## src/sv/assert_macros.svh

```systemverilog
// Assertion macros for the PID controller RTL.
// Each macro expects signals named clk and rst in the including scope.
`ifndef ASSERT_MACROS_SVH
`define ASSERT_MACROS_SVH

// same-cycle implication
`define ASSERT_IMPL(label, ante, cons, msg) \
  label: assert property (@(posedge clk) disable iff (rst) (ante) |-> (cons)) \
    else $error(msg);

// next-cycle implication
`define ASSERT_NEXT(label, ante, cons, msg) \
  label: assert property (@(posedge clk) disable iff (rst) (ante) |=> (cons)) \
    else $error(msg);

`endif

```

## src/sv/pidct_pkg.sv

```systemverilog
// Shared types, constants and fixed-point helpers for the PID controller.
// No dependencies; imported by pidct_div, the PID controller and its testbench.
package pidct_pkg;

  localparam int unsigned QW = 32;
  localparam int unsigned CFG_AW = 4;

  localparam logic signed [31:0] Q_MAX = 32'sh7FFF_FFFF;
  localparam logic signed [31:0] Q_MIN = 32'sh8000_0000;

  localparam logic [CFG_AW-1:0] CFG_KP       = 4'd0;
  localparam logic [CFG_AW-1:0] CFG_KI       = 4'd1;
  localparam logic [CFG_AW-1:0] CFG_KD       = 4'd2;
  localparam logic [CFG_AW-1:0] CFG_INT_MIN  = 4'd3;
  localparam logic [CFG_AW-1:0] CFG_INT_MAX  = 4'd4;
  localparam logic [CFG_AW-1:0] CFG_DERIV    = 4'd5;
  localparam logic [CFG_AW-1:0] CFG_OUT_MIN  = 4'd6;
  localparam logic [CFG_AW-1:0] CFG_OUT_MAX  = 4'd7;

  typedef struct packed {
    logic busy;
    logic ovf;
  } div_stat_t;

  function automatic logic [31:0] mag32(input logic signed [31:0] x);
    return x[31] ? (32'd0 - unsigned'(x)) : unsigned'(x);
  endfunction

  function automatic logic signed [31:0] sat33(input logic signed [32:0] x);
    if (x[32] != x[31]) begin
      return x[32] ? Q_MIN : Q_MAX;
    end
    return x[31:0];
  endfunction

  function automatic logic signed [31:0] sat_mag(input logic neg, input logic [63:0] mag);
    if (!neg) begin
      return (mag > 64'h0000_0000_7FFF_FFFF) ? Q_MAX : mag[31:0];
    end
    return (mag >= 64'h0000_0000_8000_0000) ? Q_MIN : (32'd0 - mag[31:0]);
  endfunction

  function automatic logic signed [33:0] sx34(input logic signed [31:0] x);
    return $signed({{2{x[31]}}, x});
  endfunction

  function automatic logic signed [31:0] clamp34(input logic signed [33:0] x,
                                                 input logic signed [31:0] lo,
                                                 input logic signed [31:0] hi);
    logic signed [33:0] y;
    y = x;
    if (y < sx34(lo)) y = sx34(lo);
    if (y > sx34(hi)) y = sx34(hi);
    return y[31:0];
  endfunction

endpackage

```

## src/sv/pidct_div.sv

```systemverilog
// Radix-4 restoring divider: floor(dividend * 2^8 / divisor), 32-bit quotient.
// Flags overflow when the quotient needs more than 32 bits. Uses pidct_pkg.
module pidct_div (
  input  logic                  clk,
  input  logic                  rst,
  input  logic                  start,
  input  logic [62:0]           dividend,
  input  logic [31:0]           divisor,
  output logic [31:0]           quot,
  output pidct_pkg::div_stat_t  stat
);
  import pidct_pkg::*;

  localparam int BITS_PER_CYCLE = 2;
  localparam int CYCLES = QW / BITS_PER_CYCLE;
  localparam int CW = $clog2(CYCLES);

  logic [31:0]   rem, shq, dvs;
  logic [31:0]   rem_next, shq_next;
  logic [32:0]   trial;
  logic [CW-1:0] cnt;
  logic          busy, ovf;

  always_comb begin
    rem_next = rem;
    shq_next = shq;
    trial    = '0;
    for (int k = 0; k < BITS_PER_CYCLE; k++) begin
      trial    = {rem_next, shq_next[31]};
      shq_next = {shq_next[30:0], 1'b0};
      if (trial >= {1'b0, dvs}) begin
        rem_next    = 32'(trial - {1'b0, dvs});
        shq_next[0] = 1'b1;
      end else begin
        rem_next = trial[31:0];
      end
    end
  end

  always_ff @(posedge clk) begin
    if (rst) begin
      busy <= 1'b0;
    end else if (start) begin
      busy <= 1'b1;
    end else if (busy && cnt == CW'(CYCLES - 1)) begin
      busy <= 1'b0;
    end
  end

  always_ff @(posedge clk) begin
    if (start) begin
      rem <= dividend[55:24];
      shq <= {dividend[23:0], 8'd0};
      dvs <= divisor;
      ovf <= (dividend[62:24] >= {7'd0, divisor});
      cnt <= '0;
    end else if (busy) begin
      rem <= rem_next;
      shq <= shq_next;
      cnt <= cnt + 1'b1;
    end
  end

  assign quot = shq;
  assign stat = '{busy: busy, ovf: ovf};

endmodule

```

## config.mk

```make
export PLATFORM = sky130hd
export DESIGN_NAME = pidct_div
export DESIGN_NICKNAME = d
export VERILOG_FILES = /design/src/sv/assert_macros.svh /design/src/sv/pidct_pkg.sv /design/src/sv/pidct_div.sv
export SDC_FILE = /design/constraint.sdc
export NUM_CORES = 1
export LEC_CHECK = 0
export BUFFER_PORTS_ARGS = -buffer_cell sky130_fd_sc_hd__buf_4
export CORE_AREA = 2 2 138 140
export DETAILED_ROUTE_END_ITERATION = 12
export DIE_AREA = 0 0 140 142
export PLACE_DENSITY = 0.79
export SYNTH_ARGS = -nofsm -noshare
export SYNTH_HDL_FRONTEND = slang
export SYNTH_SLANG_ARGS = --single-unit
```

## constraint.sdc

```tcl
create_clock -name clk -period 6.3 [get_ports clk]
set_input_delay 0.63 -clock clk [delete_from_list [all_inputs] [get_ports clk]]
set_output_delay 0.63 -clock clk [all_outputs]
set_load 0.01 [all_outputs]
```

==> metrics.txt <==
IO Port Bufs 131; Final setup viols 0; pin count of the biggest net entering global routing 73; Worst Path Arrival 6380 ps; die height ~140 µm; antenna diode count 0; die width ~140 µm; max incr delay on CP ~520 ps; clk buf depth 2; Async S/R FF share, synth 0%; relative slew slack 35.2%; pre-CTS setup slack around 270 ps; DR DRC count 0; syn_nets 1204; CP max-delay cell a2111oi_0; final hold vios 0; RSZ-0062 raised after global routing false; Crit Path Category reg -> reg; GPL Wtd Cong about 0.98; Final ANT Viol Nets 0; Worst Tran Pin Value 966 ps; Via-to-Cell Ratio 6.20; row count 50; Ys Warns 0; Worst-path clk slew 80 ps; total clock sinks 102; Netlist cell types 74; GRT Overall Usage 26.4%; CP Cell Sequence ha_1 -> nand2_1 -> a21o_1 -> a2111oi_4 -> o311ai_1 -> a31o_2 -> nand2_1 -> buf_4 -> mux2_2 -> ha_1 -> nand4_1 -> or3_1 -> o32ai_1 -> o211ai_1 -> o211ai_1 -> a31o_2 -> a211oi_1 -> a2111oi_0 -> a221o_1; synthesized netlist cell count 1007; Max Slew Vio Count 0; hold buffer count at CTS 0; WP data required 6540 ps; die area 19900 µm²; Synth Flop Type edfxtp_1; CTS tree yes; final layout net count 1303; wire per inst a little under 20 µm; fmax 0.163 GHz; first-pass GRT wire length ~42000 µm; Core Footprint ~18000 µm²; HPWL after DPL 20700 µm; crit end category flip-flop; number of enable flip-flop cells after synthesis 89; CP Max Fanout 13; initial antenna violation count 0; Synth area leader edfxtp_1; #FFs+latches synth 102; Setup WS post-layout 164 ps; vias in the first global route roughly 8000; Synth area leaders edfxtp_1, ha_1, a21oi_1; critical path launch point type flip-flop; setup TNS 0 ps; DR iter-0 viols between 700 and 800; Worst Hold Class in -> reg; area of the mapped netlist 9110 µm²; number of fill cells in the layout 1578; CTS root buf clkbuf_16; outcome finished clean; maxcap violations 0; proportion of layout cells with a drive suffix above 1 19.0%; total gr overflow 0; crit share post-route 97.4%; mean area per synthesized cell 9.05 µm²; Clock Latency Late Sink 370 ps; area delta synth->final 15.6%; top cell type's share of synthesized area a little under 30%; post-route minimum period 6140 ps; TritonCTS buffer count 9; routed vias 8341; 1st-pass router iterations 8; CTS H-tree depth 3; Seq/Total Area, Yosys 32.2%; IO Count 132; Initial Utilization 49.4%; Final Skew 11.9 ps; Total Wirelength 26500 µm
## worst max-delay path: cells and delay by family (launching register included)
| kind | cells | cell delay (ps) |
|---|---|---|
| multiplexers | 1 | 380 |
| AO/OA/AOI/OAI | 11 | 3190 |
| flip-flops | 1 | 440 |
| AND/OR/NAND/NOR | 4 | 930 |
| adder cells (fa/ha/maj) | 2 | 850 |
| buffers and inverters | 1 | 230 |
## Yosys cell counts (16+ instances only)
cell type	number
nand2_1	86
nand4_1	26
xor2_1	24
a21oi_1	76
mux2_2	18
clkbuf_1	24
inv_1	82
buf_4	32
ha_1	97
nand3_1	20
a22o_1	23
edfxtp_1	89
o21ai_0	40
a21o_1	30
o211ai_1	16
nor2_1	60
xnor2_1	29
## worst paths after layout
| kind | end | slack (ps) | cells after the start | start |
|---|---|---|---|---|
| max | rem[28] | 160 | 19 | rem[18] |
| min | busy | 410 | 2 | rst |
| max reg2reg | rem[28] | 160 | 19 | rem[18] |
| min reg2reg | quot[1] | 520 | 2 | quot[1] |
## logic make-up (layout without fill, tap and decap cells)
kind of cell,after synthesis,after routing,share of synthesized area [%]
buffers and inverters,153,257,7.99
flip-flops,102,102,32.2
adder cells (fa/ha/maj),99,99,13.8
multiplexers,25,25,2.99
XOR/XNOR,53,53,5.10
AO/OA/AOI/OAI,306,306,23.7
AND/OR/NAND/NOR,269,269,14.3
## per-layer routing
metal / track usage [%] / share of wire [%]
met1: 35.7 / 43
met2: 42.7 / 45
met3: 4.41 / 8.4
met4: 10.5 / 3.6
met5: 0 / 0
## cell type report
class,count,area (µm²),share of cell area [%]
clock buffers,9,225,2.14
clock inverters,7,95.1,0.903
well taps,234,293,2.78
multi-input cells,752,5460,51.8
inverters,82,308,2.92
flip-flops and latches,102,2930,27.8
repair buffers,159,1220,11.6
## state kept, by name, summed over array words and instances, names as in the netlist
| register | cells |
|---|---|
| busy | 1 |
| ovf | 1 |
| cnt | 4 |
| dvs | 32 |
| quot | 32 |
| rem | 32 |
## cells in the final DEF (no fill, tap or decap), types with 12 or more instances in the layout
cell      netlist  final
a211oi_1       15     15
a21o_1         30     30
a21oi_1        76     76
a22o_1         23     23
buf_4          32    157
dfxtp_1        13     13
edfxtp_1       89     89
ha_1           97     97
inv_1          82     82
mux2_2         18     18
nand2_1        86     86
nand2b_1       12     12
nand3_1        20     20
nand4_1        26     26
nor2_1         60     60
nor3_1         15     14
o211ai_1       16     16
o21ai_0        40     40
xnor2_1        29     29
xor2_1         24     24
## repair_timing
action,CTS,global route
resized for setup,0,2
endpoints found under the setup margin,0,9
buffers inserted,0,1
## through the flow
stage,hold WS (ps),instance area (µm²),util (%),std cells
after floorplan,475,9110,-,1007
after global placement,492,10200,55.2,1328
after detailed placement,510,10200,55.2,1328
after CTS,408,10500,57.0,1344
after global routing,424,10500,57.1,1345
final,412,10500,57.1,1345
Power is left out: the tool's default activity adds up to more than one toggle a clock period on the data nets, which glitch-free logic cannot reach.
